`config.mk`:
```
export PLATFORM = sky130hd
export DESIGN_NAME = sha256_byte_stream_hasher_top
export DESIGN_NICKNAME = d
export VERILOG_FILES = /design/src/sv/sbsh_pkg.sv /design/src/sv/sha256_byte_stream_hasher_top.sv /design/src/sv/sbsh_core.sv
export VERILOG_INCLUDE_DIRS = /design/src /design/src/sv
export SDC_FILE = /design/constraint.sdc
export NUM_CORES = 2
export LEC_CHECK = 0
export ABC_AREA = 1
export ABC_CLOCK_PERIOD_IN_PS = 7800
export BUFFER_PORTS_ARGS = -buffer_cell sky130_fd_sc_hd__buf_2
export CAP_MARGIN = 20
export CORE_UTILIZATION = 45
export CTS_CLUSTER_SIZE = 10
export DETAILED_ROUTE_END_ITERATION = 10
export PLACE_DENSITY = 0.6
export SETUP_SLACK_MARGIN = 0.05
export SLEW_MARGIN = 20
export SYNTH_ARGS = -nofsm -noshare
export SYNTH_HDL_FRONTEND = slang
export SYNTH_HIERARCHICAL = 1
export SYNTH_SLANG_ARGS = --single-unit
```
`constraint.sdc`:
```
create_clock -name clk -period 7.8 [get_ports clk]
set_input_delay 0.39 -clock clk [delete_from_list [all_inputs] [get_ports clk]]
set_output_delay 0.39 -clock clk [all_outputs]
set_load 0.01 [all_outputs]
```
`src/sv/assert_macros.svh`:
```
// Assertion macros shared by the SHA-256 hasher modules.
`ifndef ASSERT_MACROS_SVH
`define ASSERT_MACROS_SVH

// Same-cycle implication, disabled while reset is held.
`define SBSH_ASSERT_NOW(lbl, clk, rst_n, ante, cons) \
  lbl: assert property (@(posedge clk) disable iff (!rst_n) (ante) |-> (cons)) \
    else $error("sbsh assertion failed");

// Next-cycle implication, disabled while reset is held.
`define SBSH_ASSERT_NEXT(lbl, clk, rst_n, ante, cons) \
  lbl: assert property (@(posedge clk) disable iff (!rst_n) (ante) |=> (cons)) \
    else $error("sbsh assertion failed");

`endif

```
`src/sv/sbsh_pkg.sv`:
```
// Types, constants and round tables for the SHA-256 byte stream hasher.
package sbsh_pkg;

  localparam int unsigned BLK_W = 55;  // count of completed 512-bit blocks

  localparam logic REQ_APPEND = 1'b0;
  localparam logic REQ_FINISH = 1'b1;

  typedef struct packed {
    logic       req_type;
    logic [7:0] data_byte;
  } sbsh_in_t;

  typedef struct packed {
    logic [31:0] digest_word;
    logic [2:0]  word_index;
    logic        last_word;
  } sbsh_out_t;

  // Control from the sequencer to the compression core.
  typedef struct packed {
    logic        push;    // shift one message word into the window
    logic [31:0] word;
    logic        start;   // begin 64 rounds on the buffered block
    logic        reinit;  // load the initial hash values
  } sbsh_ctrl_t;

  typedef struct packed {
    logic busy;
    logic done;  // chaining words update at this edge
  } sbsh_stat_t;

  function automatic logic [31:0] sbsh_iv(input logic [2:0] idx);
    logic [31:0] v;
    unique case (idx)
      3'd0: v = 32'h6a09e667;
      3'd1: v = 32'hbb67ae85;
      3'd2: v = 32'h3c6ef372;
      3'd3: v = 32'ha54ff53a;
      3'd4: v = 32'h510e527f;
      3'd5: v = 32'h9b05688c;
      3'd6: v = 32'h1f83d9ab;
      3'd7: v = 32'h5be0cd19;
    endcase
    return v;
  endfunction

  function automatic logic [31:0] sbsh_k(input logic [5:0] t);
    logic [31:0] v;
    unique case (t)
      6'd0:  v = 32'h428a2f98; 6'd1:  v = 32'h71374491;
      6'd2:  v = 32'hb5c0fbcf; 6'd3:  v = 32'he9b5dba5;
      6'd4:  v = 32'h3956c25b; 6'd5:  v = 32'h59f111f1;
      6'd6:  v = 32'h923f82a4; 6'd7:  v = 32'hab1c5ed5;
      6'd8:  v = 32'hd807aa98; 6'd9:  v = 32'h12835b01;
      6'd10: v = 32'h243185be; 6'd11: v = 32'h550c7dc3;
      6'd12: v = 32'h72be5d74; 6'd13: v = 32'h80deb1fe;
      6'd14: v = 32'h9bdc06a7; 6'd15: v = 32'hc19bf174;
      6'd16: v = 32'he49b69c1; 6'd17: v = 32'hefbe4786;
      6'd18: v = 32'h0fc19dc6; 6'd19: v = 32'h240ca1cc;
      6'd20: v = 32'h2de92c6f; 6'd21: v = 32'h4a7484aa;
      6'd22: v = 32'h5cb0a9dc; 6'd23: v = 32'h76f988da;
      6'd24: v = 32'h983e5152; 6'd25: v = 32'ha831c66d;
      6'd26: v = 32'hb00327c8; 6'd27: v = 32'hbf597fc7;
      6'd28: v = 32'hc6e00bf3; 6'd29: v = 32'hd5a79147;
      6'd30: v = 32'h06ca6351; 6'd31: v = 32'h14292967;
      6'd32: v = 32'h27b70a85; 6'd33: v = 32'h2e1b2138;
      6'd34: v = 32'h4d2c6dfc; 6'd35: v = 32'h53380d13;
      6'd36: v = 32'h650a7354; 6'd37: v = 32'h766a0abb;
      6'd38: v = 32'h81c2c92e; 6'd39: v = 32'h92722c85;
      6'd40: v = 32'ha2bfe8a1; 6'd41: v = 32'ha81a664b;
      6'd42: v = 32'hc24b8b70; 6'd43: v = 32'hc76c51a3;
      6'd44: v = 32'hd192e819; 6'd45: v = 32'hd6990624;
      6'd46: v = 32'hf40e3585; 6'd47: v = 32'h106aa070;
      6'd48: v = 32'h19a4c116; 6'd49: v = 32'h1e376c08;
      6'd50: v = 32'h2748774c; 6'd51: v = 32'h34b0bcb5;
      6'd52: v = 32'h391c0cb3; 6'd53: v = 32'h4ed8aa4a;
      6'd54: v = 32'h5b9cca4f; 6'd55: v = 32'h682e6ff3;
      6'd56: v = 32'h748f82ee; 6'd57: v = 32'h78a5636f;
      6'd58: v = 32'h84c87814; 6'd59: v = 32'h8cc70208;
      6'd60: v = 32'h90befffa; 6'd61: v = 32'ha4506ceb;
      6'd62: v = 32'hbef9a3f7; 6'd63: v = 32'hc67178f2;
    endcase
    return v;
  endfunction

endpackage

```
`src/sv/sha256_byte_stream_hasher_top.sv`:
```
// SHA-256 byte stream hasher: byte packing, padding sequencer and digest output.
//
//   channel  dir  handshake              payload
//   in_      in   in_valid / in_ready    sbsh_in_t  {req_type, data_byte}
//   out_     out  out_valid / out_ready  sbsh_out_t {digest_word, word_index, last_word}
//
// An append beat adds one byte; the 64th byte of a block also starts the
// 64 serial rounds of the shared round unit plus load and chaining update.
// A finish beat feeds padding bytes one per cycle (up to 64, twice when the length
// spills into a second block) with one or two compressions, then shows eight words.
// in_ready is high only while idle; the digest words hold until out_ready takes them.
// Reset is synchronous: chaining words return to the initial values, counts to zero.
`include "assert_macros.svh"

module sha256_byte_stream_hasher_top (
  input  logic                  clk,
  input  logic                  rst_n,
  input  logic                  in_valid,
  output logic                  in_ready,
  input  sbsh_pkg::sbsh_in_t    in_data,
  output logic                  out_valid,
  input  logic                  out_ready,
  output sbsh_pkg::sbsh_out_t   out_data
);

  localparam logic [1:0] ST_IDLE = 2'd0;
  localparam logic [1:0] ST_PAD  = 2'd1;
  localparam logic [1:0] ST_COMP = 2'd2;
  localparam logic [1:0] ST_OUT  = 2'd3;

  logic [1:0]               state_r, state_nxt;
  logic [5:0]               fill_r, fill_nxt;
  logic [23:0]              part_r, part_nxt;
  logic [sbsh_pkg::BLK_W-1:0] blocks_r, blocks_nxt;
  logic [63:0]              len_r, len_nxt;
  logic                     pad_mode_r, pad_mode_nxt;
  logic                     pad_first_r, pad_first_nxt;
  logic                     len_ok_r, len_ok_nxt;
  logic                     final_r, final_nxt;
  logic                     start_r, start_nxt;
  logic [2:0]               widx_r, widx_nxt;

  logic                     feed_en;
  logic [7:0]               feed_byte;
  logic                     push;
  logic                     reinit;

  sbsh_pkg::sbsh_ctrl_t     ctrl;
  sbsh_pkg::sbsh_stat_t     stat;
  logic [7:0][31:0]         digest;

  assign in_ready  = (state_r == ST_IDLE);
  assign out_valid = (state_r == ST_OUT);

  always_comb begin
    state_nxt     = state_r;
    fill_nxt      = fill_r;
    part_nxt      = part_r;
    blocks_nxt    = blocks_r;
    len_nxt       = len_r;
    pad_mode_nxt  = pad_mode_r;
    pad_first_nxt = pad_first_r;
    len_ok_nxt    = len_ok_r;
    final_nxt     = final_r;
    start_nxt     = 1'b0;
    widx_nxt      = widx_r;
    feed_en       = 1'b0;
    feed_byte     = '0;
    push          = 1'b0;
    reinit        = 1'b0;

    unique case (state_r)
      ST_IDLE: begin
        if (in_valid) begin
          if (in_data.req_type == sbsh_pkg::REQ_FINISH) begin
            len_nxt       = {blocks_r, fill_r, 3'b000};
            pad_mode_nxt  = 1'b1;
            pad_first_nxt = 1'b1;
            len_ok_nxt    = 1'b0;
            state_nxt     = ST_PAD;
          end else begin
            feed_en   = 1'b1;
            feed_byte = in_data.data_byte;
          end
        end
      end
      ST_PAD: begin
        feed_en       = 1'b1;
        pad_first_nxt = 1'b0;
        if (pad_first_r) begin
          feed_byte = 8'h80;
          if (fill_r < 6'd56) len_ok_nxt = 1'b1;
        end else if (len_ok_r && fill_r[5:3] == 3'b111) begin
          // length field, most significant byte first
          feed_byte = len_r[63:56];
          len_nxt   = {len_r[55:0], 8'h00};
        end
      end
      ST_COMP: begin
        if (stat.done) begin
          if (final_r) begin
            widx_nxt  = '0;
            state_nxt = ST_OUT;
          end else if (pad_mode_r) begin
            state_nxt = ST_PAD;
          end else begin
            blocks_nxt = blocks_r + 1'b1;
            state_nxt  = ST_IDLE;
          end
        end
      end
      ST_OUT: begin
        if (out_ready) begin
          widx_nxt = widx_r + 3'd1;
          if (widx_r == 3'd7) begin
            reinit       = 1'b1;
            blocks_nxt   = '0;
            fill_nxt     = '0;
            pad_mode_nxt = 1'b0;
            len_ok_nxt   = 1'b0;
            final_nxt    = 1'b0;
            state_nxt    = ST_IDLE;
          end
        end
      end
    endcase

    // Pack bytes big-endian into words; a full block starts the rounds.
    if (feed_en) begin
      part_nxt = {part_r[15:0], feed_byte};
      push     = (fill_r[1:0] == 2'b11);
      fill_nxt = fill_r + 6'd1;
      if (fill_r == 6'd63) begin
        start_nxt = 1'b1;
        state_nxt = ST_COMP;
        if (pad_mode_r) begin
          final_nxt  = len_ok_r && !pad_first_r;
          len_ok_nxt = 1'b1;
        end
      end
    end
  end

  always_ff @(posedge clk) begin
    if (!rst_n) begin
      state_r     <= ST_IDLE;
      fill_r      <= '0;
      blocks_r    <= '0;
      pad_mode_r  <= 1'b0;
      pad_first_r <= 1'b0;
      len_ok_r    <= 1'b0;
      final_r     <= 1'b0;
      start_r     <= 1'b0;
      widx_r      <= '0;
    end else begin
      state_r     <= state_nxt;
      fill_r      <= fill_nxt;
      blocks_r    <= blocks_nxt;
      pad_mode_r  <= pad_mode_nxt;
      pad_first_r <= pad_first_nxt;
      len_ok_r    <= len_ok_nxt;
      final_r     <= final_nxt;
      start_r     <= start_nxt;
      widx_r      <= widx_nxt;
    end
  end

  always_ff @(posedge clk) begin
    part_r <= part_nxt;
    len_r  <= len_nxt;
  end

  assign ctrl.push   = push;
  assign ctrl.word   = {part_r, feed_byte};
  assign ctrl.start  = start_r;
  assign ctrl.reinit = reinit;

  sbsh_core u_core (
    .clk    (clk),
    .rst_n  (rst_n),
    .ctrl   (ctrl),
    .stat   (stat),
    .digest (digest)
  );

  assign out_data.digest_word = digest[widx_r];
  assign out_data.word_index  = widx_r;
  assign out_data.last_word   = (widx_r == 3'd7);

  `SBSH_ASSERT_NOW(a_no_overlap, clk, rst_n, out_valid, !in_ready)
  `SBSH_ASSERT_NEXT(a_digest_first, clk, rst_n, state_r == ST_COMP && stat.done && final_r,
                    out_valid && out_data.word_index == 3'd0)
  `SBSH_ASSERT_NEXT(a_end_clean, clk, rst_n, out_valid && out_ready && out_data.last_word,
                    in_ready && fill_r == 6'd0 && blocks_r == '0)

endmodule

```
`src/sv/sbsh_core.sv`:
```
// SHA-256 compression core: message window, one round unit, chaining words.
`include "assert_macros.svh"

module sbsh_core (
  input  logic                     clk,
  input  logic                     rst_n,
  input  sbsh_pkg::sbsh_ctrl_t     ctrl,
  output sbsh_pkg::sbsh_stat_t     stat,
  output logic [7:0][31:0]         digest
);

  logic [31:0] win_r  [16];  // block words, then rolling message schedule
  logic [31:0] work_r [8];   // a..h
  logic [31:0] chain_r[8];
  logic [5:0]  round_r;
  logic        busy_r;
  logic        add_r;

  logic [31:0] new_w;
  logic [31:0] t1;
  logic [31:0] t2;

  function automatic logic [31:0] ror(input logic [31:0] x, input int unsigned s);
    return (x >> s) | (x << (32 - s));
  endfunction

  always_comb begin
    logic [31:0] s0, s1, big0, big1, ch, maj;
    s0   = ror(win_r[1], 7) ^ ror(win_r[1], 18) ^ (win_r[1] >> 3);
    s1   = ror(win_r[14], 17) ^ ror(win_r[14], 19) ^ (win_r[14] >> 10);
    new_w = win_r[0] + s0 + win_r[9] + s1;
    big1 = ror(work_r[4], 6) ^ ror(work_r[4], 11) ^ ror(work_r[4], 25);
    ch   = (work_r[4] & work_r[5]) ^ (~work_r[4] & work_r[6]);
    t1   = work_r[7] + big1 + ch + sbsh_pkg::sbsh_k(round_r) + win_r[0];
    big0 = ror(work_r[0], 2) ^ ror(work_r[0], 13) ^ ror(work_r[0], 22);
    maj  = (work_r[0] & work_r[1]) ^ (work_r[0] & work_r[2]) ^ (work_r[1] & work_r[2]);
    t2   = big0 + maj;
  end

  // Control and chaining words.
  always_ff @(posedge clk) begin
    if (!rst_n) begin
      busy_r  <= 1'b0;
      add_r   <= 1'b0;
      round_r <= '0;
      for (int j = 0; j < 8; j++) chain_r[j] <= sbsh_pkg::sbsh_iv(3'(j));
    end else begin
      if (ctrl.start) begin
        busy_r  <= 1'b1;
        round_r <= '0;
      end else if (busy_r) begin
        round_r <= round_r + 6'd1;
        if (round_r == 6'd63) begin
          busy_r <= 1'b0;
          add_r  <= 1'b1;
        end
      end else if (add_r) begin
        add_r <= 1'b0;
        for (int j = 0; j < 8; j++) chain_r[j] <= chain_r[j] + work_r[j];
      end
      if (ctrl.reinit) begin
        for (int j = 0; j < 8; j++) chain_r[j] <= sbsh_pkg::sbsh_iv(3'(j));
      end
    end
  end

  // Window and working variables.
  always_ff @(posedge clk) begin
    if (ctrl.start) begin
      for (int j = 0; j < 8; j++) work_r[j] <= chain_r[j];
    end else if (busy_r) begin
      work_r[7] <= work_r[6];
      work_r[6] <= work_r[5];
      work_r[5] <= work_r[4];
      work_r[4] <= work_r[3] + t1;
      work_r[3] <= work_r[2];
      work_r[2] <= work_r[1];
      work_r[1] <= work_r[0];
      work_r[0] <= t1 + t2;
    end
    if (busy_r || ctrl.push) begin
      for (int j = 0; j < 15; j++) win_r[j] <= win_r[j + 1];
      win_r[15] <= busy_r ? new_w : ctrl.word;
    end
  end

  assign stat.busy = busy_r;
  assign stat.done = add_r;

  always_comb begin
    for (int j = 0; j < 8; j++) digest[j] = chain_r[j];
  end

  `SBSH_ASSERT_NOW(a_start_idle, clk, rst_n, ctrl.start, !busy_r && !add_r)
  `SBSH_ASSERT_NOW(a_push_idle, clk, rst_n, ctrl.push, !busy_r)
  `SBSH_ASSERT_NEXT(a_last_round, clk, rst_n, busy_r && round_r == 6'd63 && !ctrl.start,
                    add_r && !busy_r)

endmodule
```
# ---- Word-level counts from Yosys, hierarchy flattened
# Memory sizes are Yosys's and may differ from the RTL's. A register that Yosys moved wholly into a read port is not among the register bits.
# Cells that the tools add are included.
dict set report word_totals {
  regBits 167
  ramBits 1024
  elab_cells 272
  inputBits 13
  output_inout_bits 38
  mem_count 4
  rom_bits 2048
}
dict set report classes {
  add_sub_neg 22
  n_mux 138
  n_bitwise 53
  n_eq_ne 19
  magnitude_cmp 2
  n_reduce_logical 20
}
# memory words word_bits rd rd_ports_with_merged_regs write_ports line
set mem_list {}
lappend mem_list {{(name not given)} 64 32 1 1 0 sbsh_pkg.sv:50} ;# unique case (t)
lappend mem_list {u_core.win_r 16 32 16 0 16 sbsh_core.sv:12} ;# logic [31:0] win_r [16];
lappend mem_list {u_core.chain_r 8 32 8 0 8 sbsh_core.sv:14} ;# logic [31:0] chain_r[8];
lappend mem_list {u_core.work_r 8 32 8 0 8 sbsh_core.sv:13} ;# logic [31:0] work_r [8];
# operator count
set ops {}
lappend ops {{$mux W32} 50}
lappend ops {{$add A32 B32 Y32} 18}
lappend ops {{$xor A32 B32 Y32} 9}
lappend ops {{$mux W55} 5}
lappend ops {{$mux W64} 4}
lappend ops {{$and A32 B32 Y32} 5}
lappend ops {{$pmux W64 S2} 1}
lappend ops {{$pmux W55 S2} 1}
lappend ops {{$bmux W32 S3} 1}
lappend ops {{$add A55 B1 Y55 const B} 1}
lappend ops {{$mux W1} 48}
lappend ops {{$mux W6} 6}
lappend ops {{$mux W8} 4}
lappend ops {{$not A32 Y32} 1}
lappend ops {{$or A10 B32 Y32} 1}
lappend ops {{$or A13 B32 Y32} 1}
lappend ops {{$or A14 B32 Y32} 1}
lappend ops {{$or A15 B32 Y32} 1}
lappend ops {{$or A19 B32 Y32} 1}
lappend ops {{$or A21 B32 Y32} 1}
lappend ops {{$or A25 B32 Y32} 1}
lappend ops {{$or A26 B32 Y32} 1}
lappend ops {{$or A30 B32 Y32} 1}
lappend ops {{$or A7 B32 Y32} 1}
lappend ops {{32 further kinds} 90}

# ---- Longest topological paths before layout
# An unclocked memory read counts as a cell.
dict set report logic_depth {
  ltp_word 10
  mapped_depth 37
  ltp_nobuf 37
}

# ---- Modules after synthesis
# Netlist, hierarchy kept.
# module area_per_inst_um2 cells_each seq_area_each_um2 n_inst
set modules_own_cells {}
lappend modules_own_cells {sbsh_core 68554.5 7851 30269.0 1}
lappend modules_own_cells {sha256_byte_stream_hasher_top 9471.6 1365 3973.8 1}

# ---- Worst setup path after synthesis
# OpenSTA, ideal clock, no wires.
dict set report synth_timing {
  kind {reg2reg}
  start {reg state_r[0]}
  end {mem u_core.win_r[0][0] (enable)}
  slack_ps 46
  n_path_buf 0
  t_arrival_ps 7087
  path_stages_with_launch 5
  cell_sequence {dfxtp_1 -> nor2_1 -> nand3_1 -> a21boi_0 -> or2_2}
}
# element line
set synth_rtl {}
lappend synth_rtl {{from (decl)} sha256_byte_stream_hasher_top.sv:31} ;# logic [1:0] state_r, state_nxt;
lappend synth_rtl {{from (signal assigned)} sha256_byte_stream_hasher_top.sv:156} ;# state_r <= state_nxt;
lappend synth_rtl {{to (decl)} sbsh_core.sv:12}

==> impl_summary.log <==
[metrics] status: finished clean
[metrics] Max stage delay on crit path: 0.63 ns
[metrics] largest fanout on the critical path: 7
[metrics] die height: 418 um
[metrics] DRT antenna net count: 0
[metrics] max-capacitance violation count: 0
[metrics] capture point of the worst path: u_core/work_r[0][25]$_DFFE_PP_
[metrics] Area growth, synth to finish: 9.71%
[metrics] count of boundary I/O pins: 51
[metrics] power per unit of standard cell area: 171 mW/mm^2
[metrics] Crit. Startpoint: u_core/work_r[1][14]$_DFFE_PP_
[metrics] cells after synthesis: 9215
[metrics] insertion delay of the later-clocked pin in the worst-skew pair: 0.89 ns
[metrics] Setup TNS Final: 0 ns
[metrics] required arrival time at the worst endpoint: 8.44 ns
[metrics] remaining routing DRC violations: 0
[metrics] placed wire-length estimate: 264 mm
[metrics] synth warn: 6
[metrics] Post-Synthesis Net Count: 9817
[metrics] fmax: 132 MHz
[metrics] hold_ws: 0.233 ns
[metrics] Worst R2R Path Depth: 28
[metrics] die outline area: 0.175 sq mm
[metrics] Tightest Pin Transition: 1.28 ns
[metrics] hold crit path type: primary input to flop
[metrics] Chip Width: 418 um
[metrics] routability-driven placement congestion ratio: 1.08
[metrics] clock buffer count from CTS: 152
[metrics] combined buffer and inverter count along the critical path: 4
[metrics] source of the worst register-to-register timing path: u_core/work_r[1][14]$_DFFE_PP_
[metrics] final-layout fill cell count: 16628
[metrics] maximum number of pins on one net before global-route repair: 177
[metrics] Post-CTS Setup Bufs: 0
[metrics] cell mode on critical path: sky130_fd_sc_hd__nand3_1
[metrics] final-report setup violation count: 0
[metrics] cell leakage power: 35.0 nW
[metrics] Min-Delay Startpoint: in_data[0]
[metrics] Post-Route Utilization: 0.498
[metrics] deepest clock path buffer count: 3
[metrics] Initial DRT Pass Iterations: 7
[metrics] H-tree depth reported by CTS: 4
[metrics] routed wire length: 334 mm
[metrics] Relative slew margins: 0.137
[metrics] wire length per cell: 28.7 um
[metrics] number of placement rows: 152
[metrics] crit path max-delay cell type: sky130_fd_sc_hd__o21ai_0
[metrics] area of the core: 0.172 sq mm
[metrics] Initial Utilization: 0.454
[metrics] cell family contributing the most delay on the critical path: adder cells
[metrics] quantity of I/O buffers inserted on ports: 50
[metrics] CP Capture Type: flop
[metrics] vias in the first global route: 63701
[metrics] worst reg-to-reg setup slack: 0.25 ns
[metrics] data arrival time of the critical path: 8.20 ns
[metrics] most used cells in the layout excluding fill and tap cells: sky130_fd_sc_hd__nand2_1, sky130_fd_sc_hd__inv_1, sky130_fd_sc_hd__edfxtp_1
[metrics] most common cell after layout, fill and taps aside: sky130_fd_sc_hd__nand2_1
[metrics] number of slew-limit violations in the final report: 0
[metrics] all-layer global routing usage: 0.375
[metrics] Critical Path Stages: 28
[metrics] clock root buffer: sky130_fd_sc_hd__clkbuf_16
[metrics] share of cells above drive strength 1: 0.0493
[metrics] Final Hold Violating Endpoints: 0
[metrics] Tcrit/Tclk final: 0.968
[metrics] highest ir drop seen on vdd: 188 uV
[metrics] total number of vias: 69380
[metrics] CP Class: flop to flop
[metrics] CTS sink count: 1220
[metrics] fin crit period: 7.55 ns
[metrics] antenna violations before repair: 23
[metrics] syn_area_per_cell: 8.47 sq um
[metrics] Reg clk slew, reported paths: 0.06 ns
[metrics] count of routing violations after the opening detailed-route iteration: 9330
[metrics] summed instance area of the synthesized netlist: 0.0780 sq mm
[metrics] clock tree from TritonCTS: yes
[metrics] global route overflow: 0
[metrics] count of nets after finishing: 9824
[metrics] RSZ-0062 raised after global routing: no
[metrics] Via-to-Cell Ratio: 5.97
[metrics] endpoint of the most critical register-to-register path: u_core/work_r[0][25]$_DFFE_PP_
[metrics] clk_skew: 0.101 ns
[metrics] Worst setup SP type: flop
[metrics] wire length of the first global-routing pass: 467 mm
## metal layers
layer | wire length (um) | GRT usage | vias up
met5 | 84 | 0 | -
met4 | 14800 | 0.148 | 12
met3 | 38000 | 0.102 | 600
met2 | 135000 | 0.526 | 3780
met1 | 146000 | 0.542 | 33839
li1 | - | - | 31149
## tightest hold or removal path, cell delays in order
cell                      delay [ns]
sky130_fd_sc_hd__buf_2          0.07
sky130_fd_sc_hd__nand2_1        0.04
sky130_fd_sc_hd__o21ai_0        0.22
sky130_fd_sc_hd__buf_4          0.22
## state kept, by name (all words and copies together), names as in the netlist, 2 cells and up, named ones only
| signal | count |
|---|---|
| blocks_r | 55 |
| fill_r | 6 |
| len_r | 61 |
| part_r | 24 |
| state_r | 2 |
| u_core/chain_r | 256 |
| u_core/round_r | 6 |
| u_core/win_r | 512 |
| u_core/work_r | 256 |
| widx_r | 3 |
## cell type report
type                            instances  area [sq um]  area share
Multi-Input combinational cell       6632         38600       0.451
Sequential cell                      1220         34300       0.400
Inverter                             1076          4060      0.0475
Clock buffer                          197          4040      0.0472
Tap cell                             2310          2890      0.0338
Timing Repair Buffer                  140          1000      0.0117
Clock inverter                         42           732     0.00855
Antenna cell                            4          10.0    0.000117
## report_power, final
part | internal, mW | switching, mW
sequential | 7.04 | 0.0709
clock | 3.94 | 2.98
combinational | 0.175 | 0.425
## worst min-delay path by stage
stage	cells past startpoint	endpoint
floorplan	0	u_core/win_r[0][100]$_DFFE_PP_
global placement	0	u_core/win_r[0][194]$_DFFE_PP_
global route	3	part_r[3]$_DFFE_PP_
detailed placement	0	u_core/win_r[0][102]$_DFFE_PP_
CTS	4	part_r[0]$_DFFE_PP_
finish	4	part_r[0]$_DFFE_PP_
## through the flow
stage	std cells	power [mW]	area [sq um]	setup slack, ns
CTS	11617	14.7	85500	0.0889
global placement	11373	7.82	80700	0.0305
floorplan	9215	7.58	78000	1.69
finish	11621	14.6	85600	0.249
global route	11617	15.0	85600	0.0622
detailed placement	11373	7.82	80700	0.0504
## what timing repair did
item | 4_1_cts | 5_1_grt
hold buffers | 5 | 0
gates resized for setup | 0 | 3
endpoints found under the setup margin | 0 | 8
endpoints found under the hold margin | 5 | 0
No activity file was read; power rests on OpenSTA's default activity.
